## src/rtl/core/hrr_fifo.sv

```systemverilog
`timescale 1ns / 1ps
module hrr_fifo #(
	parameter int WIDTH = 8,
	parameter int DEPTH = 4
) (
	input  logic             clk,
	input  logic             arst_n,
	input  logic             wr,
	input  logic [WIDTH-1:0] din,
	output logic             full,
	input  logic             rd,
	output logic [WIDTH-1:0] dout,
	output logic             empty
);

	localparam int PW = $clog2(DEPTH);
	localparam int NW = $clog2(DEPTH + 1);

	logic [WIDTH-1:0] mem_q [DEPTH];
	logic [PW-1:0]    wp_q, rp_q;
	logic [NW-1:0]    cnt_q;
	logic             do_wr, do_rd;

	assign full  = cnt_q == NW'(DEPTH);
	assign empty = cnt_q == '0;
	assign do_wr = wr && !full;
	assign do_rd = rd && !empty;
	assign dout  = mem_q[rp_q];

	always_ff @(posedge clk) begin
		if (do_wr) begin
			mem_q[wp_q] <= din;
		end
	end

	always_ff @(posedge clk or negedge arst_n) begin
		if (!arst_n) begin
			wp_q  <= '0;
			rp_q  <= '0;
			cnt_q <= '0;
		end else begin
			if (do_wr) begin
				wp_q <= (wp_q == PW'(DEPTH - 1)) ? '0 : wp_q + 1'b1;
			end
			if (do_rd) begin
				rp_q <= (rp_q == PW'(DEPTH - 1)) ? '0 : rp_q + 1'b1;
			end
			if (do_wr && !do_rd) begin
				cnt_q <= cnt_q + 1'b1;
			end else if (do_rd && !do_wr) begin
				cnt_q <= cnt_q - 1'b1;
			end
		end
	end

endmodule

```

## config.mk

```make
export PLATFORM = sky130hd
export DESIGN_NAME = hrr_fifo
export DESIGN_NICKNAME = d
export VERILOG_FILES = /design/src/rtl/core/hrr_fifo.sv
export SDC_FILE = /design/constraint.sdc
export NUM_CORES = 1
export LEC_CHECK = 0
export ABC_AREA = 1
export BUFFER_PORTS_ARGS = -buffer_cell sky130_fd_sc_hd__buf_2
export CORE_MARGIN = 5
export CORE_UTILIZATION = 43
export CTS_BUF_LIST = sky130_fd_sc_hd__clkbuf_4 sky130_fd_sc_hd__clkbuf_8
export CTS_CLUSTER_DIAMETER = 100
export DETAILED_ROUTE_END_ITERATION = 8
export GPL_TIMING_DRIVEN = 0
export PLACE_DENSITY = 0.66
export SLEW_MARGIN = 15
export SYNTH_ARGS = -nofsm -noshare
export SYNTH_HDL_FRONTEND = slang
export SYNTH_SLANG_ARGS = --single-unit
```

## constraint.sdc

```tcl
create_clock -name clk -period 1.67 [get_ports clk]
set_input_delay 0.2505 -clock clk [delete_from_list [all_inputs] [get_ports clk]]
set_output_delay 0.2505 -clock clk [all_outputs]
set_load 0.005 [all_outputs]
```

Word level (Yosys, flattened, before mapping):

Memories as Yosys holds them, arrays and structs flattened.
Index checks and enable logic that the tools add are counted.

* bits of input ports: 12
* bits in registers: 7
* RAM bits: 32
* output and inout port bits: 10
* memories kept: 1
* word-level logic and storage cells: 27

* reduce and logical (&&, ||, !) cells: 10
* equality and inequality tests: 3
* add/sub/neg operators: 4
* multiplexer cells: 6

Memories
* mem_q: words 4, width 8, rd ports 1, clocked after memory_dff 0, wr ports 1, line 19 `logic [WIDTH-1:0] mem_q [DEPTH];`

Operators by type and width (number)
* 3-bit two-way mux: 2
* 2-bit by 1-bit adder with 2-bit output, second input constant: 2
* 2-bit == test, second input constant: 2
* 1-bit logical AND: 4
* 1-bit logical NOT: 4
* 2-bit two-way mux: 2
* 3-bit by 1-bit adder with 3-bit output, second input constant: 1
* 3-bit == test, second input constant: 1
* 3-bit logical NOT: 1
* 3-bit by 1-bit subtractor with 3-bit output, second input constant: 1
* 1-bit two-way mux: 2
* 2-bit nonzero test: 1

Longest topological paths before layout:

* word-level depth: 7
* depth in mapped cells: 12

Worst setup path after synthesis:

OpenSTA, ideal clock, no wires.

* path type: reg-to-reg
* start: reg cnt_q[0]
* end: reg cnt_q[1]
* arrival: 1.567 ns
* path buffers: 0
* clock period less this slack: 1.693 ns
* cell stages (with the launch flop): 10
* slack: -0.023 ns
* setup time: 0.126 ns
* cell sequence: dfrtp_1 inv_2 nand3_1 nand2_2 inv_1 ha_1 inv_1 fa_1 nand2_1 o21ai_0

* word-level cells in the longest chain between the ends: 6
* elaborated cells between the ends (all ways): 15

Ends and longest elaborated chain
* start, declared: line 21 `logic [NW-1:0] cnt_q;`
* start signal, assigned: line 49 `cnt_q <= cnt_q + 1'b1;`
* start signal, assigned: line 51 `cnt_q <= cnt_q - 1'b1;`
* 3-bit == test *: line 24 `assign full = cnt_q == NW'(DEPTH);`
* 1-bit logical NOT *: line 26 `assign do_wr = wr && !full;`
* 1-bit logical AND *: line 26
* named net do_wr: line 22 `logic do_wr, do_rd;`
* 1-bit logical NOT: line 50 `end else if (do_rd && !do_wr) begin`
* 1-bit logical AND: line 50
* 2-bit nonzero test (no line)

Mark *: on every way through the listed nets, which the timed path passes. The rest lies on a longest branch. The select of a mux whose other input is x is not followed.
A chain may end at the register's enable or synchronous reset.

Worst setup path after layout:

* start: reg cnt_q[1]
* end: reg cnt_q[1]

Same word-level chain as after synthesis.

==> results.tsv <==
metric	value	unit
status	finished, violations left	
violated checks	setup timing	
Setup TNS	-0.0124	ns
H-tree depth	2	
CTS clk-pin slew, worst paths	0.07	ns
WHS	0.177	ns
WP data required	1.84	ns
antenna viol nets, final	0	
Switching Power	1.40	mW
Fillers	320	
vias in the first global route	1206	
share of cells above drive strength 1	33.2	%
Switching Share	34.6	%
TritonCTS clock tree	built	
largest net degree at the start of global routing	13	
Seq/Total Area, Yosys	64.6	%
antenna violations before repair	0	
starting density of the core	44.3	%
clock buffer depth	2	
CP startpoint kind	flip-flop	
final instance area	2270	um^2
Inserted Diodes	0	
fin crit share	101	%
worst vdd ir	899	uV
CTS Buf Count	5	
worst reg2reg startpoint	cnt_q[1]	
Layout area overhead	29.2	%
max_slew headroom	67.1	%
Cell Area, Synth	1760	um^2
Synth cell types	16	
Int Power	2.65	mW
Avg Inst Size Synth	11.4	um^2
DIE HEIGHT	74.0	um
most frequent cells in the layout	37 x nand2_1, 32 x edfxtp_1, 26 x inv_1	
DR vias/cell	4.79	
latest clock arrival within the worst-skew pair	0.29	ns
Worst Slack Setup Final	-0.0124	ns
gpl congestion	0.804	
max-cap violation count	0	
Mapped Cells	154	
Tot GR Track Use	13.8	%
crit path from	cnt_q[1]	
IO buf count	21	
clock root buffer	clkbuf_8	
Top Ports	22	
Clock Power Share	19.4	%
HPWL after DPL	2.22	mm
Rows	23	
Comb power frac	45.6	%
RSZ-0062 raised after global routing	true	
Yosys reg bits	39	
Crit. End Element	flip-flop	
Detailed Routing Iterations Pass 1	4	
Worst Path Arrival	1.85	ns
Final #Nets	217	
Reg2Reg Capture Point	cnt_q[1]	
Iter 0 DRT Violations	34	
CTS sink cnt	39	
Die W	74.0	um
Max FO, Critical Path	6	
die area	5470	um^2
routed len/inst	14.0	um
cells on worst reg2reg path	9	
first-pass GRT wire length	5.38	mm
Cell Area, Placed	1930	um^2
skew final	0.00792	ns
Finished Core Util	57.2	%
Routed WL	3.50	mm
maximum clock rate	594	MHz
leakage power	1.01	nW
Critical Path End	cnt_q[1]	
gr ovfl total	0	
sequential fraction of design power	35.0	%
DRC Markers	0	
yosys warns	0	
pwr dens	1780	nW/um^2
Pins Over Slew Limit	0	
routed vias	1193	
Final Hold Viols	0	
worst setup path category	flip-flop to flip-flop	
setup violators final	1	
HP Class	input port to flip-flop	
FF-to-FF setup slack	-0.01	ns
minimum clock period	1.68	ns
syn nets	173	
core area	3970	um^2
most common cell after layout, fill and taps aside	nand2_1	
Worst-Margin Slew	0.493	ns
[registers in the layout, indices dropped and copies added (netlist names)]
| register | flops |
|---|---|
| wp_q | 2 |
| mem_q | 32 |
| rp_q | 2 |
| cnt_q | 3 |
[Yosys cell counts]
| master | instances | share of area, % |
|---|---|---|
| nand2_2 | 1 | 0.36 |
| o211ai_2 | 1 | 0.71 |
| nand4_1 | 1 | 0.36 |
| nand2_1 | 38 | 8.1 |
| inv_2 | 1 | 0.21 |
| ha_1 | 6 | 4.3 |
| xnor2_1 | 1 | 0.50 |
| nand3_1 | 7 | 2.0 |
| dfrtp_1 | 7 | 10 |
| nor2_1 | 6 | 1.3 |
| fa_1 | 1 | 1.1 |
| inv_1 | 31 | 6.6 |
| o211ai_1 | 15 | 6.4 |
| buf_6 | 5 | 3.2 |
| edfxtp_1 | 32 | 55 |
| o21ai_0 | 1 | 0.28 |
[metrics by stage]
| step | setup WS [ns] | total power [mW] | instances |
|---|---|---|---|
| 4_1_cts | -0.0363 | 3.75 | 237 |
| 3_5_place_dp | -0.176 | 2.84 | 225 |
| 5_1_grt | -0.0496 | 4.34 | 249 |
| 2_1_floorplan | 0.00688 | 2.36 | 154 |
| 3_3_place_gp | -0.0987 | 2.75 | 225 |
| 6_report | -0.0124 | 4.05 | 249 |
[final cells by class]
class / instances / area (um^2) / area share, %
sequential: 39 / 1140 / 50.0
multi-input combinational: 78 / 518 / 22.8
timing repair buffer: 37 / 245 / 10.8
inverter: 32 / 126 / 5.56
clock buffer: 6 / 82.6 / 3.63
buffer: 5 / 67.6 / 2.97
tap: 50 / 62.6 / 2.75
clock inverter: 2 / 35.0 / 1.54
[cells by family (layout without fill, tap and decap cells)]
logic type	after synthesis	after routing	share of synthesized area, %
AO/OA/AOI/OAI	17	17	7.40
XOR/XNOR	1	1	0.498
adder cells (fa/ha/maj)	7	7	5.41
buffers and inverters	37	82	10.0
flip-flops	39	39	64.6
AND/OR/NAND/NOR	53	53	12.1
[per-layer routing]
metal,up-vias,global-route usage (%),wire length [um]
met5,-,0,0
met4,0,5.43,68
met3,7,5.14,209
met2,36,24.7,1880
met1,554,14.5,1340
li1,596,-,-
[worst min-delay path by stage]
stage                     cells past startpoint   start  slack, ns           to
final                                         1  din[0]       0.18  mem_q[0][0]
after global routing                          1  din[5]       0.16  mem_q[0][5]
after CTS                                     1  din[5]       0.16  mem_q[0][5]
after detailed placement                      1  arst_n       0.09      rp_q[1]
after global placement                        1  arst_n       0.09      rp_q[1]
after floorplan                               0  arst_n      -0.05     cnt_q[0]
[what timing repair did]
action,CTS,global route
setup buffers,3,11
setup endpoints to repair,36,26
pin swaps,5,12
gates cloned,0,1
hold buffers,1,0
endpoints found under the hold margin,7,0
resized for setup,13,10
[worst max-delay path, stage by stage, from the launching register on]
cell and delay, ns:
dfrtp_1 0.40, inv_2 0.11, nand3_4 0.11, nand2_8 0.12, inv_4 0.04, ha_4 0.16
inv_2 0.06, fa_2 0.43, nand2_1 0.08, o21ai_0 0.07
[power groups by stage]
stage,logic [mW],clock network (mW),registers [mW]
final,1.85,0.788,1.42
after global routing,2.03,0.859,1.44
after CTS,1.54,0.798,1.42
after detailed placement,1.39,0,1.45
after global placement,1.32,0,1.43
after floorplan,0.940,0,1.42
No activity file was read; power rests on OpenSTA's default activity.
