### src/rtl/core/hrr_pkg.sv
`timescale 1ns / 1ps
package hrr_pkg;

	localparam int CW      = 32;  // content and error word width
	localparam int IDX_W   = 7;   // destination index and overlap width
	localparam int CFG_W   = 13;  // widest configuration register
	localparam int CACC_W  = 56;  // content accumulator
	localparam int EACC_W  = 64;  // squared error accumulator, Q64.0
	localparam int DIV_W   = 60;  // serial divider dividend width
	localparam int DIV_R   = 4;   // quotient bits retired per cycle
	localparam int DIV_N   = DIV_W / DIV_R;
	localparam int DCNT_W  = $clog2(DIV_N + 1);

	localparam logic REG_SRC_BINS  = 1'b0;
	localparam logic REG_DEST_BINS = 1'b1;

	typedef enum logic {
		F_IDLE,
		F_WALK
	} front_state_t;

	typedef enum logic [2:0] {
		B_IDLE,
		B_EDIV,
		B_SQ,
		B_ACC,
		B_PREP,
		B_CDIV,
		B_SQRT,
		B_OUT
	} back_state_t;

	// one overlap of a source bin with a destination bin
	typedef struct packed {
		logic signed [CW-1:0] content;
		logic [CW-1:0]        error;
		logic [IDX_W-1:0]     overlap;
		logic [IDX_W-1:0]     index;
		logic                 emit;
		logic                 last;
	} seg_t;

	typedef struct packed {
		logic [IDX_W-1:0]     index;
		logic signed [CW-1:0] content;
		logic [CW-1:0]        error;
		logic                 saturated;
		logic                 last;
	} res_t;

endpackage

### src/rtl/core/hrr_back.sv
`timescale 1ns / 1ps
module hrr_back
	import hrr_pkg::*;
(
	input  logic             clk,
	input  logic             arst_n,
	input  logic             restart,
	input  logic [IDX_W-1:0] dst,
	input  seg_t             seg,
	input  logic             seg_empty,
	output logic             seg_pop,
	output res_t             res,
	output logic             res_push,
	input  logic             res_full
);

	back_state_t st_q, st_nx;

	seg_t                     seg_q;
	logic signed [CACC_W-1:0] cacc_q;
	logic [EACC_W-1:0]        eacc_q;
	logic [2*CW-1:0]          sq_q;
	logic                     neg_q;

	logic [DIV_W-1:0]  dq_q, dq_nx;
	logic [IDX_W:0]    dr_q, dr_nx;
	logic [DCNT_W-1:0] dcnt_q;

	logic [EACC_W-1:0] sv_q, sres_q, sbit_q, st_sum;
	logic              sq_done;

	logic [CW+IDX_W-1:0]      eprod;
	logic signed [CACC_W-1:0] cprod;
	logic [CACC_W-1:0]        cmag;
	logic [EACC_W:0]          esum;
	logic [CW:0]              rnd;

	// radix-16 restoring division by the destination count
	always_comb begin
		logic [IDX_W:0]   r, r2;
		logic [DIV_W-1:0] q;
		r = dr_q;
		q = dq_q;
		for (int i = 0; i < DIV_R; i++) begin
			r2 = {r[IDX_W-1:0], q[DIV_W-1]};
			q  = {q[DIV_W-2:0], 1'b0};
			if (r2 >= {1'b0, dst}) begin
				r    = r2 - {1'b0, dst};
				q[0] = 1'b1;
			end else begin
				r = r2;
			end
		end
		dr_nx = r;
		dq_nx = q;
	end

	assign eprod   = seg.error * seg.overlap;
	assign cprod   = CACC_W'(seg_q.content) * $signed({1'b0, seg_q.overlap});
	assign cmag    = cacc_q[CACC_W-1] ? CACC_W'(-cacc_q) : CACC_W'(cacc_q);
	assign esum    = {1'b0, eacc_q} + {1'b0, sq_q};
	assign st_sum  = sres_q + sbit_q;
	assign sq_done = sbit_q == '0;

	// round the root up when the remainder exceeds it
	assign rnd = (sv_q > sres_q) ? {1'b0, sres_q[CW-1:0]} + 1'b1 : {1'b0, sres_q[CW-1:0]};

	always_comb begin
		logic csat, esat;
		if (neg_q) begin
			csat = dq_q > DIV_W'(64'h8000_0000);
		end else begin
			csat = dq_q > DIV_W'(64'h7FFF_FFFF);
		end
		esat          = rnd[CW] || (sres_q[EACC_W-1:CW] != '0);
		res.index     = seg_q.index;
		res.last      = seg_q.last;
		res.saturated = csat || esat;
		res.error     = esat ? '1 : rnd[CW-1:0];
		if (neg_q) begin
			res.content = csat ? $signed(32'h8000_0000) : $signed(CW'(-dq_q[CW-1:0]));
		end else begin
			res.content = csat ? $signed(32'h7FFF_FFFF) : $signed(dq_q[CW-1:0]);
		end
	end

	always_comb begin
		st_nx = st_q;
		unique case (st_q)
			B_IDLE: if (!seg_empty) st_nx = B_EDIV;
			B_EDIV: if (dcnt_q == DCNT_W'(1)) st_nx = B_SQ;
			B_SQ:   st_nx = B_ACC;
			B_ACC:  st_nx = seg_q.emit ? B_PREP : B_IDLE;
			B_PREP: st_nx = B_CDIV;
			B_CDIV: if (dcnt_q == DCNT_W'(1)) st_nx = B_SQRT;
			B_SQRT: if (sq_done) st_nx = B_OUT;
			B_OUT:  if (!res_full) st_nx = B_IDLE;
			default: st_nx = B_IDLE;
		endcase
	end

	always_comb begin
		seg_pop  = (st_q == B_IDLE) && !seg_empty;
		res_push = (st_q == B_OUT) && !res_full;
	end

	always_ff @(posedge clk or negedge arst_n) begin
		if (!arst_n) begin
			st_q <= B_IDLE;
		end else begin
			st_q <= st_nx;
		end
	end

	always_ff @(posedge clk or negedge arst_n) begin
		if (!arst_n) begin
			cacc_q <= '0;
			eacc_q <= '0;
		end else if (restart) begin
			cacc_q <= '0;
			eacc_q <= '0;
		end else if (st_q == B_ACC) begin
			cacc_q <= cacc_q + cprod;
			eacc_q <= esum[EACC_W] ? '1 : esum[EACC_W-1:0];
		end else if (st_q == B_PREP) begin
			cacc_q <= '0;
			eacc_q <= '0;
		end
	end

	always_ff @(posedge clk) begin
		unique case (st_q)
			B_IDLE: begin
				seg_q  <= seg;
				dq_q   <= DIV_W'(eprod) + DIV_W'(dst >> 1);
				dr_q   <= '0;
				dcnt_q <= DCNT_W'(DIV_N);
			end
			B_EDIV, B_CDIV: begin
				dq_q   <= dq_nx;
				dr_q   <= dr_nx;
				dcnt_q <= dcnt_q - 1'b1;
			end
			B_SQ: sq_q <= dq_q[CW-1:0] * dq_q[CW-1:0];
			B_PREP: begin
				neg_q  <= cacc_q[CACC_W-1];
				dq_q   <= DIV_W'(cmag) + DIV_W'(dst >> 1);
				dr_q   <= '0;
				dcnt_q <= DCNT_W'(DIV_N);
			end
			default: ;
		endcase
	end

	// bit-pair square root, one step per cycle, runs beside the divider
	always_ff @(posedge clk) begin
		if (st_q == B_PREP) begin
			sv_q   <= eacc_q;
			sres_q <= '0;
			sbit_q <= EACC_W'(1) << (EACC_W - 2);
		end else if (!sq_done) begin
			if (sv_q >= st_sum) begin
				sv_q   <= sv_q - st_sum;
				sres_q <= (sres_q >> 1) + sbit_q;
			end else begin
				sres_q <= sres_q >> 1;
			end
			sbit_q <= sbit_q >> 2;
		end
	end

endmodule
### config.mk
export PLATFORM = sky130hd
export DESIGN_NAME = hrr_back
export DESIGN_NICKNAME = d
export VERILOG_FILES = /design/src/rtl/core/hrr_pkg.sv /design/src/rtl/core/hrr_back.sv
export SDC_FILE = /design/constraint.sdc
export NUM_CORES = 2
export LEC_CHECK = 0
export BUFFER_PORTS_ARGS = -buffer_cell sky130_fd_sc_hd__buf_2
export CAP_MARGIN = 25
export CORE_AREA = 2 2 351 440
export DETAILED_ROUTE_END_ITERATION = 6
export DIE_AREA = 0 0 353 442
export PLACE_DENSITY = 0.69
export SKIP_CTS_REPAIR_TIMING = 1
export SYNTH_ARGS = -nofsm -noshare
export SYNTH_HDL_FRONTEND = slang
export SYNTH_SLANG_ARGS = --single-unit
### constraint.sdc
create_clock -name clk -period 14.55 [get_ports clk]
set_input_delay 0.7275 -clock clk [delete_from_list [all_inputs] [get_ports clk]]
set_output_delay 0.7275 -clock clk [all_outputs]
set_load 0.02 [all_outputs]
# [Word-level counts from Yosys, hierarchy flattened]
# Index checks and enable logic that the tools add are counted.
[totals] regBits=467 inputBits=92
[op_classes] addsub=15 multipliers=3 order_cmp=8 eq_ne=14 n_mux=36 reduce_logical=17
[op_table] op="2-to-1 mux 64 bit" count=8
[op_table] op="2-to-1 mux 56 bit" count=4
[op_table] op="one-hot mux 60 bit (3 select lines)" count=1
[op_table] op="2-to-1 mux 32 bit" count=4
[op_table] op="adder 64 x 64 -> 65 bit" count=1
[op_table] op="adder 63 x 63 -> 64 bit" count=1
[op_table] op="adder 64 x 63 -> 64 bit" count=1
[op_table] op="greater-or-equal comparator 64 bit" count=1
[op_table] op="greater-than comparator 64 bit" count=1
[op_table] op="logical NOT 64 bit" count=1
[op_table] op="multiplier 32 x 32 -> 64 bit" count=1
[op_table] op="subtractor 64 bit" count=1
[op_table] op="greater-than comparator 60 x 31 -> 1 bit, second input constant" count=1
[op_table] op="greater-than comparator 60 x 32 -> 1 bit, second input constant" count=1
[op_table] op="adder 56 x 6 -> 57 bit" count=1
[op_table] op="adder 56 x 40 -> 56 bit" count=1
[op_table] op="negator 56 bit" count=1
[op_table] op="adder 39 x 6 -> 40 bit" count=1
[op_table] op="multiplier 32 x 8 -> 40 bit" count=1
[op_table] op="multiplier 32 x 7 -> 39 bit" count=1
[op_table] op="adder 32 x 1 -> 33 bit, second input constant" count=1
[op_table] op="2-to-1 mux 33 bit" count=1
[op_table] op="greater-or-equal comparator 8 x 7 -> 1 bit" count=4
[op_table] op="negator 32 bit" count=1
[op_table] op="24 further kinds" count=53

# [Logic depth before layout (Yosys ltp)]
[logic_depth] ltp_word=9 mapped_depth=43 depth_no_buf=41

# [Worst setup path after synthesis]
# Ideal clock, no wire load.
[synth_path] path_kind="flip-flop to flip-flop" start="register sres_q[0]" end="register sv_q[0] (enable)" setup_ps=575 arrival_ps=9537 slack_ps=4438 path_stages_with_launch=28 path_buffers=4 cell_sequence="dfxtp_1 ha_1 ha_1 a21o_1 a31o_2 a31o_2 a31oi_1 o21a_1 nor2_1 nor2_1 o21a_1 o21ai_0 nor2b_1 o21ai_0 xor2_1 ha_1 clkbuf_1 and3_1 nand3_1 nor4_1 nand3_1 a21o_1 o211ai_1 nand2_1 clkbuf_1 buf_1 clkbuf_1 o21ai_0"
[synth_via] elab_chain_len=4
[synth_rtl] element="from (decl)" line="hrr_back.sv:29" source="logic [EACC_W-1:0] sv_q, sres_q, sbit_q, st_sum;"
[synth_rtl] element="from (signal assigned)" line="hrr_back.sv:164" source="sres_q <= (sres_q >> 1) + sbit_q;"
[synth_rtl] element="from (signal assigned)" line="hrr_back.sv:166" source="sres_q <= sres_q >> 1;"
[synth_rtl] element="adder 64 x 63 -> 64 bit" line="hrr_back.sv:62" source="assign st_sum = sres_q + sbit_q;"
[synth_rtl] element="greater-or-equal comparator 64 bit" line="hrr_back.sv:162" source="if (sv_q >= st_sum) begin"
[synth_rtl] element="nonzero test 2 bit (no source line)"
[synth_rtl] element="AND reduction 2 bit (no source line)"
[synth_rtl] element="to (signal assigned)" line="hrr_back.sv:158" source="sv_q <= eacc_q;"
[synth_rtl] element="to (signal assigned)" line="hrr_back.sv:163" source="sv_q <= sv_q - st_sum;"
[synth_rtl] element="to (decl)" line="hrr_back.sv:29"
# No other way between the ends.
# A chain may end at the register's enable or synchronous reset.

# [Final worst setup path]
[layout_path] start="register dq_q[59]" end="register dr_q[5], data pin"
[layout_via] elab_chain_len=9 word_cells_on_any_way=13 cone_classes="4 x add/sub; 4 x order compare; 5 x mux"
[layout_rtl] element="from (decl)" line="hrr_back.sv:25" source="logic [DIV_W-1:0] dq_q, dq_nx;"
[layout_rtl] element="from (signal assigned)" line="hrr_back.sv:135" source="dq_q <= DIV_W'(eprod) + DIV_W'(dst >> 1);"
[layout_rtl] element="from (signal assigned)" line="hrr_back.sv:140" source="dq_q <= dq_nx;"
[layout_rtl] element="from (signal assigned)" line="hrr_back.sv:147" source="dq_q <= DIV_W'(cmag) + DIV_W'(dst >> 1);"
[layout_rtl] element="subtractor 7 bit / greater-or-equal comparator 8 x 7 -> 1 bit (equally long branches)" line="hrr_back.sv:48, hrr_back.sv:47"
[layout_rtl] element="2-to-1 mux 7 bit (*)" line="hrr_back.sv:47" source="if (r2 >= {1'b0, dst}) begin"
[layout_rtl] element="subtractor 7 bit / greater-or-equal comparator 8 x 7 -> 1 bit (equally long branches)" line="hrr_back.sv:48, hrr_back.sv:47"
[layout_rtl] element="2-to-1 mux 7 bit (*)" line="hrr_back.sv:47"
[layout_rtl] element="subtractor 7 bit / greater-or-equal comparator 8 x 7 -> 1 bit (equally long branches)" line="hrr_back.sv:48, hrr_back.sv:47"
[layout_rtl] element="2-to-1 mux 7 bit (*)" line="hrr_back.sv:47"
[layout_rtl] element="subtractor 7 bit / greater-or-equal comparator 8 x 7 -> 1 bit (equally long branches)" line="hrr_back.sv:48, hrr_back.sv:47"
[layout_rtl] element="2-to-1 mux 7 bit (*)" line="hrr_back.sv:47"
[layout_rtl] element="one-hot mux 7 bit (2 select lines) (*)" line="hrr_back.sv:132" source="unique case (st_q)"
[layout_rtl] element="to (signal assigned)" line="hrr_back.sv:141" source="dr_q <= dr_nx;"
[layout_rtl] element="to (decl)" line="hrr_back.sv:26" source="logic [IDX_W:0] dr_q, dr_nx;"
# Every way passes the cells marked *; elsewhere a longest branch is shown, timed or not.

==> results.cfg <==
[critical_path]
reg2regPathDepth = 40
cp_data_required_time_ns = 14.95
cp_slowest_cell = a21oi_1
path_class = reg -> reg
max_stage_delay_ns = 0.59
path_buf_inv = 4
arrival_ns = 9.94
worst_setup_path_end_kind = register
r2r-end = dr_q[5]
r2r_slack_ns = 5.01
crit_path_start_kind = register
critPathMaxFanout = 12
r2r-start = dq_q[59]
crit_family = compound AO/OA/AOI/OAI gates

[floorplan]
io-pin-count = 167
row_count = 160
die_w_um = 353
core-area_mm2 = 0.1517
die_area_mm2 = 0.1560
initial_utilization_pct = 54.80
die_h_um = 442

[grt]
grt_usage_pct = 31.28
grt_pass1_wl_um = 386400
grt.busiest_layer = met2
grt_use_met3_pct = 4.977
grt_max_degree = 75
gr-total-overflow = 0
grt_use_met2_pct = 55.34
grt_pass1_vias = 70250
antenna_found_initial = 5
met1_usage_pct = 37.18

[route]
vias_per_cell = 5.821
routed_wl_um = 243000
vias = 66550
routedWlPerCell_um = 21.26
postRouteAntennaNets = 0
drcViolationCount = 0
drtIter0Drc = 4394
first_pass_iters = 7

[logic_synthesis]
yosys_warnings = 0
synthArstFlopShare_pct = 26.39
netlist_area_mm2 = 0.08315
synth-edff-count = 247
synth_top_family_by_area = adder cells
synthMuxAreaShare_pct = 0.4574
synthFlopType = edfxtp_1
synth_compound_area_share_pct = 13.29
yosysUniqueCellTypes = 89
synth_seq_area_share_pct = 14.93
netlist_instances = 9451
syn_area_per_cell_um2 = 8.798
synthAdderAreaFrac_pct = 41.27
ys_ff_latch = 466
syn_nets = 11540
synth-simple-area-share_pct = 15.25
synth_xor_area_share_pct = 5.446

[sta]
setup_tns_ns = 0
max_freq_ghz = 0.1048
timing.hold.ws_ns = 0.1008
relSlewSlack_pct = 18.09
worst_slack_ns = 5.009
drv_slew = 0
period_share_pct = 65.58
rsz0062_at_grt = false
worst_pin_slew_ns = 1.213
setup_viol = 0
hold_violations = 0
min_period_ns = 9.541
skew_ns = 0.04169

[place]
gp_congestion = 0.9844
place_ws_ns = 4.638
port_buffers = 166
place_hpwl_um = 193700

[clocking]
htreeDepth = 2
cts_sinks = 466
clk_latency_ns = 0.70
cts_tree = done
cts_made_buffers = 60
clk_pin_slew_ns = 0.07
clockBufferDepth = 3
cts_root_buf = clkbuf_16

[final_layout]
synthToLayoutAreaGrowth_pct = 5.590
multi_input_area_mm2 = 0.06303
ff_latch_area_mm2 = 0.01242
layout.nets = 11440
nFillCells = 13760
drive_above_1_share_pct = 4.700

[min_path]
hp-class = in -> async

[run]
max_cap_viol_count = 0

[run_status]
status = finished clean
==> routing by layer <==
metal	wire (um)	vias to the layer above
met5	12	-
met4	13540	2
met3	15760	635
met2	121600	2286
met1	92100	33060
li1	-	30570
==> Yosys cell counts, types with 61 or more instances <==
library cell | count | area (um^2)
a21o_1 | 243 | 1824
dfxtp_1 | 96 | 1922
nand2_1 | 1014 | 3806
nor2b_1 | 61 | 381.6
a211oi_1 | 92 | 690.7
xnor2_1 | 348 | 3048
and3_1 | 74 | 462.9
o21ai_0 | 442 | 2212
nor3_1 | 93 | 465.5
nand3_1 | 122 | 610.6
nor2_1 | 485 | 1821
ha_1 | 762 | 9534
nand4_1 | 88 | 550.5
fa_1 | 1238 | 24780
and2_1 | 481 | 3009
inv_1 | 1636 | 6141
edfxtp_1 | 247 | 7417
xor2_1 | 169 | 1480
dfrtp_1 | 123 | 3078
a31oi_1 | 92 | 575.6
clkbuf_1 | 378 | 1419
a21oi_1 | 398 | 1992
==> worst max path at each step <==
stage,cells after the start,slack (ns),from,endpoint
2_1_floorplan,27,4.44,sres_q[0],sv_q[0]
3_3_place_gp,39,4.79,dst[1],dr_q[5]
3_5_place_dp,39,4.64,dst[1],dr_q[5]
4_1_cts,40,5.09,dq_q[59],dr_q[5]
5_1_grt,40,4.22,dq_q[59],dr_q[5]
6_report,40,5.01,dq_q[59],dr_q[5]
==> metrics by stage <==
| stage | area, um^2 | instances | util [%] |
|---|---|---|---|
| 2_1_floorplan | 83150 | 9451 | - |
| 3_3_place_gp | 85600 | 11310 | 56.41 |
| 3_5_place_dp | 85600 | 11310 | 56.41 |
| 4_1_cts | 87740 | 11420 | 57.82 |
| 5_1_grt | 87790 | 11430 | 57.85 |
| 6_report | 87800 | 11430 | 57.86 |
==> registers in the layout, indices dropped and copies added (netlist names) <==
signal  cells
neg_q       1
cacc_q     56
dr_q        7
sv_q       64
seg_q      40
res         8
sbit_q     32
sres_q     64
st_q        3
dq_q       60
sq_q       63
eacc_q     64
dcnt_q      4
==> cell families (layout without fill, tap and decap cells) <==
| kind of cell | Yosys count | in the layout |
|---|---|---|
| buf+inv | 2061 | 2014 |
| other cells | 0 | 4 |
| simple gates | 2646 | 2646 |
| compound gates | 1724 | 1724 |
| mux | 37 | 37 |
| flops | 466 | 466 |
| xor+xnor | 517 | 517 |
| fa+ha+maj | 2000 | 2000 |
==> layout by cell type, fill, tap and decap left out, types with 20 or more instances in the layout <==
cell type / netlist / final
a21oi_1: 398 / 398
nor2_1: 485 / 483
clkbuf_16: 0 / 63
buf_4: 8 / 79
ha_1: 762 / 762
o311ai_0: 26 / 26
xor2_1: 169 / 169
a221oi_1: 20 / 20
o21a_1: 48 / 48
edfxtp_1: 247 / 247
nand2b_1: 46 / 46
inv_1: 1636 / 1634
a21o_1: 243 / 243
dfrtp_1: 123 / 122
o31ai_1: 47 / 47
a22oi_1: 29 / 29
or2_2: 26 / 25
nor3_1: 93 / 90
dfxtp_1: 96 / 96
and2_1: 481 / 481
nor2b_1: 61 / 60
o21bai_1: 60 / 60
nor4_1: 46 / 46
fa_1: 1238 / 1238
a211oi_1: 92 / 92
a31oi_1: 92 / 92
xnor2_1: 348 / 348
nand3_1: 122 / 122
buf_2: 3 / 166
or3_1: 42 / 42
o21ai_0: 442 / 441
nand4_1: 88 / 88
nand2_1: 1014 / 1012
and3_1: 74 / 74
o221ai_1: 20 / 20
mux2i_1: 29 / 29
==> final cells by class <==
class,count,area share (%)
multi-input cells,6924,71.79
flip-flops and latches,466,14.14
inverters,1649,7.053
well taps,2025,2.886
clock buffers,71,1.887
repair buffers,251,1.689
clock inverters,43,0.5430
diodes,4,0.01140
Power is not shown: default switching activity piles up to over one toggle a cycle in this logic, so the estimate is an artifact.
