$ cat src/rtl/core/hrr_pkg.sv
`timescale 1ns / 1ps
package hrr_pkg;

	localparam int CW      = 32;  // content and error word width
	localparam int IDX_W   = 7;   // destination index and overlap width
	localparam int CFG_W   = 13;  // widest configuration register
	localparam int CACC_W  = 56;  // content accumulator
	localparam int EACC_W  = 64;  // squared error accumulator, Q64.0
	localparam int DIV_W   = 60;  // serial divider dividend width
	localparam int DIV_R   = 4;   // quotient bits retired per cycle
	localparam int DIV_N   = DIV_W / DIV_R;
	localparam int DCNT_W  = $clog2(DIV_N + 1);

	localparam logic REG_SRC_BINS  = 1'b0;
	localparam logic REG_DEST_BINS = 1'b1;

	typedef enum logic {
		F_IDLE,
		F_WALK
	} front_state_t;

	typedef enum logic [2:0] {
		B_IDLE,
		B_EDIV,
		B_SQ,
		B_ACC,
		B_PREP,
		B_CDIV,
		B_SQRT,
		B_OUT
	} back_state_t;

	// one overlap of a source bin with a destination bin
	typedef struct packed {
		logic signed [CW-1:0] content;
		logic [CW-1:0]        error;
		logic [IDX_W-1:0]     overlap;
		logic [IDX_W-1:0]     index;
		logic                 emit;
		logic                 last;
	} seg_t;

	typedef struct packed {
		logic [IDX_W-1:0]     index;
		logic signed [CW-1:0] content;
		logic [CW-1:0]        error;
		logic                 saturated;
		logic                 last;
	} res_t;

endpackage

$ cat src/rtl/core/hrr_front.sv
`timescale 1ns / 1ps
module hrr_front
	import hrr_pkg::*;
#(
	parameter int SW = 13,
	parameter int UW = 19
) (
	input  logic                 clk,
	input  logic                 arst_n,
	input  logic                 restart,
	input  logic [SW-1:0]        src,
	input  logic [IDX_W-1:0]     dst,
	input  logic                 push,
	output logic                 full,
	input  logic signed [CW-1:0] source_content,
	input  logic [CW-1:0]        source_error,
	output logic                 seg_push,
	output seg_t                 seg,
	input  logic                 seg_full
);

	front_state_t st_q, st_nx;

	logic [SW-1:0]        s_cnt_q;
	logic [UW-1:0]        s_lo_q, d_lo_q;
	logic [IDX_W-1:0]     dpos_q;
	logic signed [CW-1:0] content_q;
	logic [CW-1:0]        error_q;

	logic [UW-1:0] s_hi, d_hi, lo, hi;
	logic          emit, fin, row_end;

	assign s_hi    = s_lo_q + UW'(dst);
	assign d_hi    = d_lo_q + UW'(src);
	assign lo      = (s_lo_q > d_lo_q) ? s_lo_q : d_lo_q;
	assign hi      = (s_hi < d_hi) ? s_hi : d_hi;
	assign emit    = d_hi <= s_hi;
	assign fin     = !emit || (d_hi == s_hi);
	assign row_end = s_cnt_q == src - 1'b1;

	assign seg.content = content_q;
	assign seg.error   = error_q;
	assign seg.overlap = (hi > lo) ? IDX_W'(hi - lo) : '0;
	assign seg.index   = dpos_q;
	assign seg.emit    = emit;
	assign seg.last    = emit && (dpos_q == dst);

	always_comb begin
		st_nx = st_q;
		unique case (st_q)
			F_IDLE: if (push) st_nx = F_WALK;
			F_WALK: if (!seg_full && fin) st_nx = F_IDLE;
			default: st_nx = F_IDLE;
		endcase
	end

	always_comb begin
		full     = st_q != F_IDLE;
		seg_push = (st_q == F_WALK) && !seg_full;
	end

	always_ff @(posedge clk or negedge arst_n) begin
		if (!arst_n) begin
			st_q <= F_IDLE;
		end else begin
			st_q <= st_nx;
		end
	end

	always_ff @(posedge clk) begin
		if (st_q == F_IDLE && push) begin
			content_q <= source_content;
			error_q   <= source_error;
		end
	end

	// walk the destination bins that the held source bin overlaps
	always_ff @(posedge clk or negedge arst_n) begin
		if (!arst_n) begin
			s_cnt_q <= '0;
			s_lo_q  <= '0;
			d_lo_q  <= '0;
			dpos_q  <= IDX_W'(1);
		end else if (restart) begin
			s_cnt_q <= '0;
			s_lo_q  <= '0;
			d_lo_q  <= '0;
			dpos_q  <= IDX_W'(1);
		end else if (seg_push) begin
			if (fin && row_end) begin
				s_cnt_q <= '0;
				s_lo_q  <= '0;
				d_lo_q  <= '0;
				dpos_q  <= IDX_W'(1);
			end else begin
				if (emit) begin
					d_lo_q <= d_hi;
					dpos_q <= dpos_q + 1'b1;
				end
				if (fin) begin
					s_cnt_q <= s_cnt_q + 1'b1;
					s_lo_q  <= s_hi;
				end
			end
		end
	end

endmodule

$ cat config.mk
export PLATFORM = sky130hd
export DESIGN_NAME = hrr_front
export DESIGN_NICKNAME = d
export VERILOG_FILES = /design/src/rtl/core/hrr_pkg.sv /design/src/rtl/core/hrr_front.sv
export SDC_FILE = /design/constraint.sdc
export NUM_CORES = 1
export LEC_CHECK = 0
export BUFFER_PORTS_ARGS = -buffer_cell sky130_fd_sc_hd__buf_2
export CORE_MARGIN = 3
export CORE_UTILIZATION = 50
export DETAILED_ROUTE_END_ITERATION = 10
export GPL_TIMING_DRIVEN = 0
export PLACE_DENSITY = 0.74
export SYNTH_ARGS = -nofsm -noshare
export SYNTH_HDL_FRONTEND = slang
export SYNTH_SLANG_ARGS = --single-unit
$ cat constraint.sdc
create_clock -name clk -period 23.2 [get_ports clk]
set_input_delay 4.64 -clock clk [delete_from_list [all_inputs] [get_ports clk]]
set_output_delay 4.64 -clock clk [all_outputs]
set_load 0.02 [all_outputs]
Word level (Yosys, flattened, before mapping)
Cells that the tools add are included.
- ROM bits: 0
- bits in registers: 123
- word-level logic and storage cells: 56
- output and inout port bits: 82
- bits in latches: 0
- memory bits (writable): 0
- memories kept: 0
- shifts and indexed selects: 0
- multiplexer cells: 22
- add/sub/neg operators: 6
- order comparisons: 4
- div/mod/pow operators: 0
- eq/ne operators: 3
- bitwise logic cells: 1
- $mul: 0
- reductions and logical operators: 13
- operators by type and width (kind ; number):
    2-to-1 mux 19 bit ; 10
    2-to-1 mux 13 bit ; 4
    greater-than comparator 19 bit ; 2
    2-to-1 mux 7 bit ; 5
    adder 19 x 13 -> 19 bit ; 1
    adder 19 x 7 -> 19 bit ; 1
    == test 19 bit ; 1
    less-or-equal comparator 19 bit ; 1
    less-than comparator 19 bit ; 1
    adder 13 x 1 -> 13 bit (second input constant) ; 1
    == test 13 bit ; 1
    subtractor 13 x 1 -> 13 bit (second input constant) ; 1
    adder 7 x 1 -> 7 bit (second input constant) ; 1
    == test 7 bit ; 1
    subtractor 7 bit ; 1
    nonzero test 3 bit ; 2
    logical AND 1 bit ; 5
    AND reduction 2 bit ; 2
    logical NOT 1 bit ; 2
    2-to-1 mux 1 bit ; 2
    one-hot mux 1 bit (2 select lines) ; 1
    nonzero test 2 bit ; 1
    logical OR 1 bit ; 1
    NOT 1 bit ; 1

Depth between registers and ports, before layout
Gate-level depths: netlist of the first run.
- word-level depth: 8
- mapped depth: 27

Worst setup path before layout of the first run
Ideal clock, no wire load.
- kind: input to output
- start: in src[1]
- end: out seg[14] (netlist bit)
- path buffers: 1
- required time: 18560 ps
- slack: 8702 ps
- arrival time: 9858 ps
- stages on the path: 25
- path through: ha_1 > a211oi_1 > o21ai_0 > a31oi_1 > o21ai_0 > a221oi_1 > nor2_1 > xnor2_1 > inv_1 > ha_1 > nand4_1 > nor3_1 > o31ai_1 > a31oi_1 > clkbuf_1 > a21oi_1 > ha_1 > nor2b_1 > o21ai_0 > a21oi_1 > o21a_1 > o21ai_0 > a21oi_1 > o21ai_1 > nor3b_1
- RTL lines (element ; RTL line ; RTL):
    from (decl) ; hrr_front.sv:11 ; input logic [SW-1:0] src,
    to (decl) ; hrr_front.sv:18 ; output seg_t seg,

==> metrics list, run 1 <==
- Main area contributors after synthesis: sky130_fd_sc_hd__edfxtp_1 (24%), sky130_fd_sc_hd__dfrtp_1 (18%), sky130_fd_sc_hd__ha_1 (12%)
- Library cell occupying the most area in the post-synthesis netlist: sky130_fd_sc_hd__edfxtp_1
- Cell area after placement: 9235 um2
* Max-cap violations: 0
* Top library cells by usage in the layout, fill and taps aside: sky130_fd_sc_hd__buf_2 (172), sky130_fd_sc_hd__ha_1 (80), sky130_fd_sc_hd__edfxtp_1 (64)
- Buffers inserted during clock tree synthesis total 17.
- Number of cells on the worst reg-to-reg path: 19
* Ports placed on the boundary: 171
- Post-CTS timing repair inserted 0 buffers for setup.
* DRC violation total after the first TritonRoute iteration: 651
- Maximum achievable frequency: 60.39 MHz
- Number of warning messages in the yosys log: 0
- Entering global routing, the biggest net connects 60 pins.
- In the synthesized netlist the dominant register cell turns out to be sky130_fd_sc_hd__edfxtp_1.
- The clock period could shrink to 16.56 ns.
- R2R setup slack: 16.85 ns
- Clock tree from TritonCTS: built
- Counting distinct cell types in the post-synthesis netlist gives 64.
- Total number of cells along the worst setup path: 28
- Wire length of the first global-routing pass: 36.26 mm
- Type of the worst setup path: in -> out
* Fin crit share: 71.38%
- Start point of the worst hold path: s_cnt_q[12]
* Std-Cell Core Area: 15540 um2
- Result of the run: completed
* Worst-Margin Slew: 1.018 ns
- For this design, the sink count on the clock tree is 123.
* Max-slew violations: 0
* Die extent in x: 133.2 um
* Number of global-route vias before repair: 6807
- Number of hold buffers added after cts: 0
- Count of endpoints failing setup in the final report: 0
- The later pin in the worst-skew pair is clocked with a latency of 0.43 ns.
* H-Tree Level Count: 4
* FILL cells: 1300
- In this run, synthesis inferred 64 flip-flops with an integrated enable.
* Worst vdd rail ir drop: 60.70 uV
- Routed via count divided by cell count: 5.880
- Once layout is done, the placed cells without fillers occupy 9843 um2.
- Number of core rows: 45
* Number of synthesized register bits: 123
- Headroom to the max-slew limit came out at 32.16%.
* Reg area: 3400 um2
- Timing analysis after detailed placement gives a worst setup slack of 6.870 ns.
- On the critical path the largest part of the delay comes from compound AO/OA/AOI/OAI gates.
* Final global-route overflow total: 0
- RSZ-0062 raised after global routing: no
- Number of gates given a new drive strength after cts: 0
- Placed wire-length estimate: 17.67 mm
- The path class of the tightest hold or removal check is reg -> reg.
* Smallest setup slack after layout: 6.641 ns
* Critical R2R Capture: s_lo_q[6]
- No sink is reached through more buffers than the 2 on the longest clock path.
* Final Hold Violating Endpoints: 0
* Post-synthesis instance total: 804
- The startpoint identified for the worst register-to-register timing path is d_lo_q[1].
* Overall via count from detail_route: 7173
* GR Util All Layers: 26.02%
- Routability congestion estimate from global placement: 0.9119
- The area growth from synthesis to layout is 21.59%.
- In the final layout, the share of cells above drive strength 1 is 22.47%.
- Summing the sequential cell areas from Yosys gives 41.99% of the chip area.
- After synthesis the cells add up to 8095 um2.
- Post-Syn Nets: 976
- Async set-or-reset flop fraction in the synthesized netlist: 47.97%
- The first TritonRoute pass finished after 5 iterations.
- Summed over all failing endpoints, the final setup total negative slack is 0 ns.
- Along the worst path, the maximum fanout reaches 10.
- CP Data Required Time: 18.56 ns
- Clock transition at the registers of the reported paths: 0.07 ns
- On the critical path, the stage with the largest delay is an instance of sky130_fd_sc_hd__a221oi_1.
* CP endpoint: seg[11]
* Detailed Route WL: 23.70 mm
- Summed over all cells, the static leakage comes to 4.559 nW.
- Number of DRC violations after detailed routing: 0
* Area occupied by multi-input gates: 4390 um2
* Arrival time worst endpoint: 11.92 ns
* Post-layout net count: 1165
* Average detailed-routed wire length per instance: 19.42 um
- STA classifies the critical path startpoint as a primary input.
- Most common library cell in the layout ignoring fill and taps: sky130_fd_sc_hd__buf_2
- Endpoint class of the critical path: output pin
- The critical path starts at src[1].
* Library cell used as clock root buffer: sky130_fd_sc_hd__clkbuf_16
- Counting stages on the worst path, the most repeated cell is sky130_fd_sc_hd__o21ai_0.
* Ratio of total power to cell area: 124.4 nW/um2
- Starting utilization of the core area: 52.09%
- Average size of a mapped cell: 10.07 um2
* Skew final: 0.01090 ns
- DIE AREA: 17750 um2
- Number of nets still failing antenna checks after routing: 0
* Buf/Inv on CP: 4
- Die boundary height: 133.2 um
* Number of buffer cells added on primary ports: 169
- In this run the biggest area consumer among cell types represents 23.74% of the synthesized area.
* Initial antenna violation count: 4
- Largest stage delay, worst path: 0.89 ns
## cells by family (layout without fill, tap and decap cells)
group | Yosys count | count (layout) | share of synthesized area, %
simple gates | 230 | 230 | 15.24
xor+xnor | 61 | 61 | 6.600
fa+ha+maj | 83 | 83 | 13.11
mux | 26 | 26 | 3.246
compound gates | 204 | 204 | 15.95
other cells | 0 | 3 | 0
flops | 123 | 123 | 41.99
buf+inv | 77 | 279 | 3.864
## per-stage QoR
stage                     utilization [%]  hold WS, ns  power [W]  cells
final                               63.34       0.5326   0.001224   1220
after global routing                63.34       0.5598   0.001308   1220
after CTS                           63.29       0.5360   0.001218   1217
after detailed placement            59.43       0.5180  0.0009436   1185
after global placement              59.24       0.5110  0.0009348   1184
after floorplan                         -       0.4923  0.0007540    804
## routing by layer
metal  share of wire, %  routed length [um]  GRT usage, %
met1                 42                9999         34.50
met5              0.055                  13             0
met4                2.7                 632         9.943
met3                8.4                1988         5.287
met2                 47               11060         42.27
## Yosys cell counts, types with 3 or more instances
library cell               number
sky130_fd_sc_hd__o21bai_1       3
sky130_fd_sc_hd__buf_2          4
sky130_fd_sc_hd__fa_1           3
sky130_fd_sc_hd__xor2_1        20
sky130_fd_sc_hd__ha_1          80
sky130_fd_sc_hd__mux2i_1       24
sky130_fd_sc_hd__a21o_1        20
sky130_fd_sc_hd__nand3_1       17
sky130_fd_sc_hd__o21ai_0       54
sky130_fd_sc_hd__nand4_1       21
sky130_fd_sc_hd__inv_1         50
sky130_fd_sc_hd__nor2_1        43
sky130_fd_sc_hd__a22o_1        25
sky130_fd_sc_hd__xnor2_1       41
sky130_fd_sc_hd__clkbuf_1      18
sky130_fd_sc_hd__and3_1        13
sky130_fd_sc_hd__nor4_1         6
sky130_fd_sc_hd__a31oi_1        3
sky130_fd_sc_hd__and2_1         5
sky130_fd_sc_hd__nand2b_1       6
sky130_fd_sc_hd__a211oi_1       6
sky130_fd_sc_hd__o31ai_1        5
sky130_fd_sc_hd__o21ai_1        9
sky130_fd_sc_hd__o21a_1         8
sky130_fd_sc_hd__dfrtp_1       58
sky130_fd_sc_hd__o211ai_1       5
sky130_fd_sc_hd__or3_1          9
sky130_fd_sc_hd__nor4b_1        3
sky130_fd_sc_hd__nand2_1       51
sky130_fd_sc_hd__nor3_1        20
sky130_fd_sc_hd__edfxtp_1      64
sky130_fd_sc_hd__nor2b_1       17
sky130_fd_sc_hd__a21oi_1       53
## flip-flops by register name, indices dropped and copies added, names as in the netlist
| signal | cells |
|---|---|
| full | 1 |
| d_lo_q | 19 |
| dpos_q | 7 |
| content_q | 32 |
| s_lo_q | 19 |
| error_q | 32 |
| s_cnt_q | 13 |
## power by group
group / total (W) / internal [W] / switching (W)
logic: 0.000650 / 0.000246 / 0.000405
registers: 0.000303 / 0.000272 / 0.0000311
clock network: 0.000271 / 0.000154 / 0.000117
total: 0.00122 / 0.000671 / 0.000553
## layout make-up
| cell class | count | share of cell area (%) |
|---|---|---|
| Clock buffer | 17 | 4.322 |
| Clock inverter | 15 | 1.780 |
| Tap cell | 211 | 2.682 |
| Buffer | 27 | 1.271 |
| Inverter | 50 | 1.907 |
| Multi-Input combinational cell | 604 | 44.60 |
| Sequential cell | 123 | 34.54 |
| Antenna cell | 3 | 0.07627 |
| Timing Repair Buffer | 170 | 8.822 |
## how the worst min path moves through the flow
stage,end,slack [ns],cells after the start
finish,s_cnt_q[12],0.53,1
CTS,s_cnt_q[12],0.54,1
floorplan,s_cnt_q[12],0.49,1
global route,s_cnt_q[12],0.56,1
detailed placement,s_cnt_q[12],0.52,1
global placement,s_cnt_q[12],0.51,1
Note: power is estimated with default switching activity, not from simulation.
==> run 2, diff against run 1 <==
--- a/config.mk
+++ b/config.mk
@@ -5,6 +5,7 @@
 export SDC_FILE = /design/constraint.sdc
 export NUM_CORES = 1
 export LEC_CHECK = 0
+export ABC_AREA = 1
 export BUFFER_PORTS_ARGS = -buffer_cell sky130_fd_sc_hd__buf_2
 export CORE_MARGIN = 3
 export CORE_UTILIZATION = 50
==> constraint.sdc (replaced) <==
create_clock -name clk -period 16.45 [get_ports clk]
set_input_delay 3.29 -clock clk [delete_from_list [all_inputs] [get_ports clk]]
set_output_delay 3.29 -clock clk [all_outputs]
set_load 0.02 [all_outputs]
==> metrics list, run 2 <==
- TritonCTS built the clock tree.
* Critical path startpoint category: primary input
* Clock transition at the registers of the reported paths: 0.06 ns (about the same)
- Number of stages on the worst hold path: 2 (+1)
- The number of standard-cell rows in the floorplan was 47 (+4.4%).
- Destination of the worst hold path: dpos_q[0]
- The overall routed net length was 23.86 mm (+0.68%).
* Fin crit share: 73.75%
- The post-place setup slack is 4.406 ns (-2.464 ns).
- Endpoint class of the critical path: output pin
- The total number of H-tree levels is 4 (unchanged).
* Largest net degree at the start of global routing: 60 (unchanged)
* Library cell occupying the most area in the post-synthesis netlist: sky130_fd_sc_hd__edfxtp_1
- The die area is 18800 um2 (+5.9%).
- Final Hold Violating Endpoints: 0 (unchanged)
* Main area contributors after synthesis: sky130_fd_sc_hd__edfxtp_1 (22%), sky130_fd_sc_hd__dfrtp_1 (17%), sky130_fd_sc_hd__ha_1 (12%)
- Number of cells on the worst reg-to-reg path: 21 (+2)
- Count of endpoints failing setup in the final report: 0 (unchanged)
- Post-Syn Nets: 1202 (+23%)
- Cell types with the highest counts after synthesis: sky130_fd_sc_hd__nand2_1 (249), sky130_fd_sc_hd__inv_1 (121), sky130_fd_sc_hd__ha_1 (80)
* CP Data Required Time: 13.16 ns (-5.40 ns)
* Initial antenna violation count: 0 (-4)
* Start point of the worst hold path: dpos_q[0]
- Smallest setup slack after layout: 4.318 ns (-2.322 ns)
- The count of boundary I/O pins came to 171 (unchanged).
- The vias per cell was 5.366 (-8.7%).
- Area fraction of the dominant cell type after synthesis: 22.36% (-1.4 points)
* Std-Cell Core Area: 16700 um2 (+7.5%)
* Count of flip-flops with a built-in enable after synthesis: 64 (unchanged)
* Count of clock tree sinks: 123 (unchanged)
- Overall via count from detail_route: 7797 (+8.7%)
- Final global-route overflow total: 0 (unchanged)
- The final antenna-violating net count is 0 (unchanged).
- Tmin final: 12.13 ns
* Starting utilization of the core area: 51.46% (-0.63 points)
- The final hold slack is 0.5289 ns (-0.003643 ns).
- The total of buffers placed on input and output ports came to 170 (+0.59%).
- In the synthesized netlist the dominant register cell turns out to be sky130_fd_sc_hd__edfxtp_1.
* Die boundary height: 137.1 um (+2.9%)
- Number of gates given a new drive strength after cts: 0 (unchanged)
- Insertion delay of the later-clocked pin in the worst-skew pair: 0.42 ns (about the same)
* R2R setup slack: 11.81 ns (-5.04 ns)
* Number of synthesized register bits: 123 (unchanged)
* RSZ-0062 raised after global routing: no
* Average detailed-routed wire length per instance: 16.42 um (-15%)
- Max-Slew Margin vs Limit: 45.12% (+13 points)
- The worst setup path is of the in -> out kind.
* Top library cells by usage in the layout, fill and taps aside: sky130_fd_sc_hd__nand2_1 (249), sky130_fd_sc_hd__buf_2 (172), sky130_fd_sc_hd__inv_1 (121)
* Average size of a mapped cell: 8.344 um2 (-17%)
- The run finished with clean final reports.
- The data arrival time of the critical path is 8.84 ns (-3.08 ns).
* Leading registers by flop count: content_q (32), error_q (32)
- The maximum buffer depth of the clock tree came to 2 (unchanged).
- Most repeated cell in the gate-level netlist after synthesis: sky130_fd_sc_hd__nand2_1
- The synthesized area was 8594 um2 (+6.2%).
- Async set-or-reset flop fraction in the synthesized netlist: 47.97% (unchanged)
- The hold buffer count at cts came to 0 (unchanged).
- The global placement routability congestion is 0.9649 (+5.8%).
- The number of slew-limit violations in the final report was 0 (unchanged).
- Post-layout net count: 1392 (+19%)
* Number of DRC violations after detailed routing: 0 (unchanged)
* Post-synthesis instance total: 1030 (+28%)
- The min-delay analysis places its worst path in the category reg -> reg.
- Drt pass-1 iters: 5 (unchanged)
- The maximum fanout count along the critical path was 10 (unchanged).
* Wire length of the first global-routing pass: 37.56 mm (+3.6%)
- The library cell used most frequently in the layout, excluding fill and tap cells, is sky130_fd_sc_hd__nand2_1.
* Worst-Margin Slew: 0.8232 ns (-0.1944 ns)
- In this run the critical register-to-register path is captured at s_lo_q[16].
* Count of antenna diodes in the layout: 0 (-3)
- CTS placed an instance of sky130_fd_sc_hd__clkbuf_16 at the clock tree root.
- DRC violation total after the first TritonRoute iteration: 547 (-16%)
- Fraction of layout instances using a drive strength above 1: 21.01% (-1.5 points)
- Launching point of the worst reg2reg path: s_lo_q[0]
- Setup Total Neg Slack: 0 ns (unchanged)
- FILL cells: 1467 (+13%)
- The overall fraction of global-route tracks in use is 26.05% (+0.031 points).
* CTS Buf Count: 17 (unchanged)
- Die extent in x: 137.1 um (+2.9%)
- The fraction of the yosys area taken by sequential cells was 39.55% (-2.4 points).
- Buffers inserted by post-CTS timing repair: 0 (unchanged)
- The number of max-cap violations came to 0 (unchanged).
- The distinct cell type count of the synthesized netlist was 49 (-23%).
* Number of global-route vias before repair: 7274 (+6.9%)
- Placed wire-length estimate: 18.87 mm (+6.8%)
* Utilization of the core after routing: 62.12% (-1.2 points)
- Number of warning messages in the yosys log: 0 (unchanged)
* Skew final: 0.008784 ns (-0.002116 ns)
- Maximum achievable frequency: 82.43 MHz
- The area growth from synthesis to layout is 20.72%.
-- run 2: metal layers --
metal  vias to the layer above  share of wire, %  GRT usage (%)
li1                       3833                 -              -
met1                      3583                41          32.93
met2                       324                47          43.76
met3                        57               8.2          4.669
met4                         0               3.6          11.25
met5                         -                 0              0
-- run 2: cell families (layout without fill, tap and decap cells) --
logic type	count (synthesis)	after routing	share of synthesized area [%]
buf+inv	147	350	7.075
compound gates	155	155	9.856
flops	123	123	39.55
xor+xnor	59	59	6.012
simple gates	463	463	25.16
fa+ha+maj	83	83	12.35
-- run 2: critical path, stage by stage --
cell and delay [ns]:
sky130_fd_sc_hd__buf_2 0.10, sky130_fd_sc_hd__ha_1 0.16, sky130_fd_sc_hd__inv_1 0.05, sky130_fd_sc_hd__fa_1 0.40, sky130_fd_sc_hd__o21ai_0 0.39, sky130_fd_sc_hd__nand4_1 0.13, sky130_fd_sc_hd__nand2_1 0.22, sky130_fd_sc_hd__nand3_1 0.21
sky130_fd_sc_hd__nor2_1 0.16, sky130_fd_sc_hd__xor2_1 0.33, sky130_fd_sc_hd__ha_1 0.31, sky130_fd_sc_hd__nand2_1 0.09, sky130_fd_sc_hd__o21bai_1 0.11, sky130_fd_sc_hd__nand2_1 0.12, sky130_fd_sc_hd__a21oi_1 0.19, sky130_fd_sc_hd__nand3_1 0.09
sky130_fd_sc_hd__nand2_1 0.12, sky130_fd_sc_hd__clkbuf_1 0.40, sky130_fd_sc_hd__buf_2 0.30, sky130_fd_sc_hd__o21ai_0 0.15, sky130_fd_sc_hd__ha_1 0.40, sky130_fd_sc_hd__nand2_1 0.07, sky130_fd_sc_hd__nand2_1 0.06, sky130_fd_sc_hd__a31oi_1 0.07
sky130_fd_sc_hd__o311ai_0 0.35, sky130_fd_sc_hd__nand2_1 0.22, sky130_fd_sc_hd__a21oi_1 0.16, sky130_fd_sc_hd__buf_2 0.18
-- run 2: cell type report --
cell class	instances	area [um2]	area share, %
Inverter	124	465.4	4.486
Buffer	23	142.6	1.375
Timing Repair Buffer	171	873.3	8.418
Sequential cell	123	3400	32.77
Clock inverter	15	198.9	1.918
Tap cell	220	275.3	2.653
Multi-Input combinational cell	760	4594	44.28
Clock buffer	17	425.4	4.100
-- run 2: metrics by stage --
step / std cells / cell area, um2
final: 1453 / 10380
after global routing: 1453 / 10380
after CTS: 1453 / 10380
after detailed placement: 1421 / 9751
after global placement: 1420 / 9721
after floorplan: 1030 / 8594
-- run 2: worst max path at each step --
stage | start | endpoint | slack [ns] | cells past startpoint
final | dst[0] | seg[11] | 4.32 | 28
after global routing | dst[0] | seg[11] | 3.78 | 30
after CTS | src[0] | seg[11] | 4.37 | 30
after detailed placement | src[0] | seg[11] | 4.41 | 30
after global placement | src[0] | seg[14] | 4.51 | 30
after floorplan | src[0] | seg[15] | 5.53 | 31
Power of run 2 is left out: the tool's default activity adds up to more than one toggle a clock period on the data nets, which glitch-free logic cannot reach.
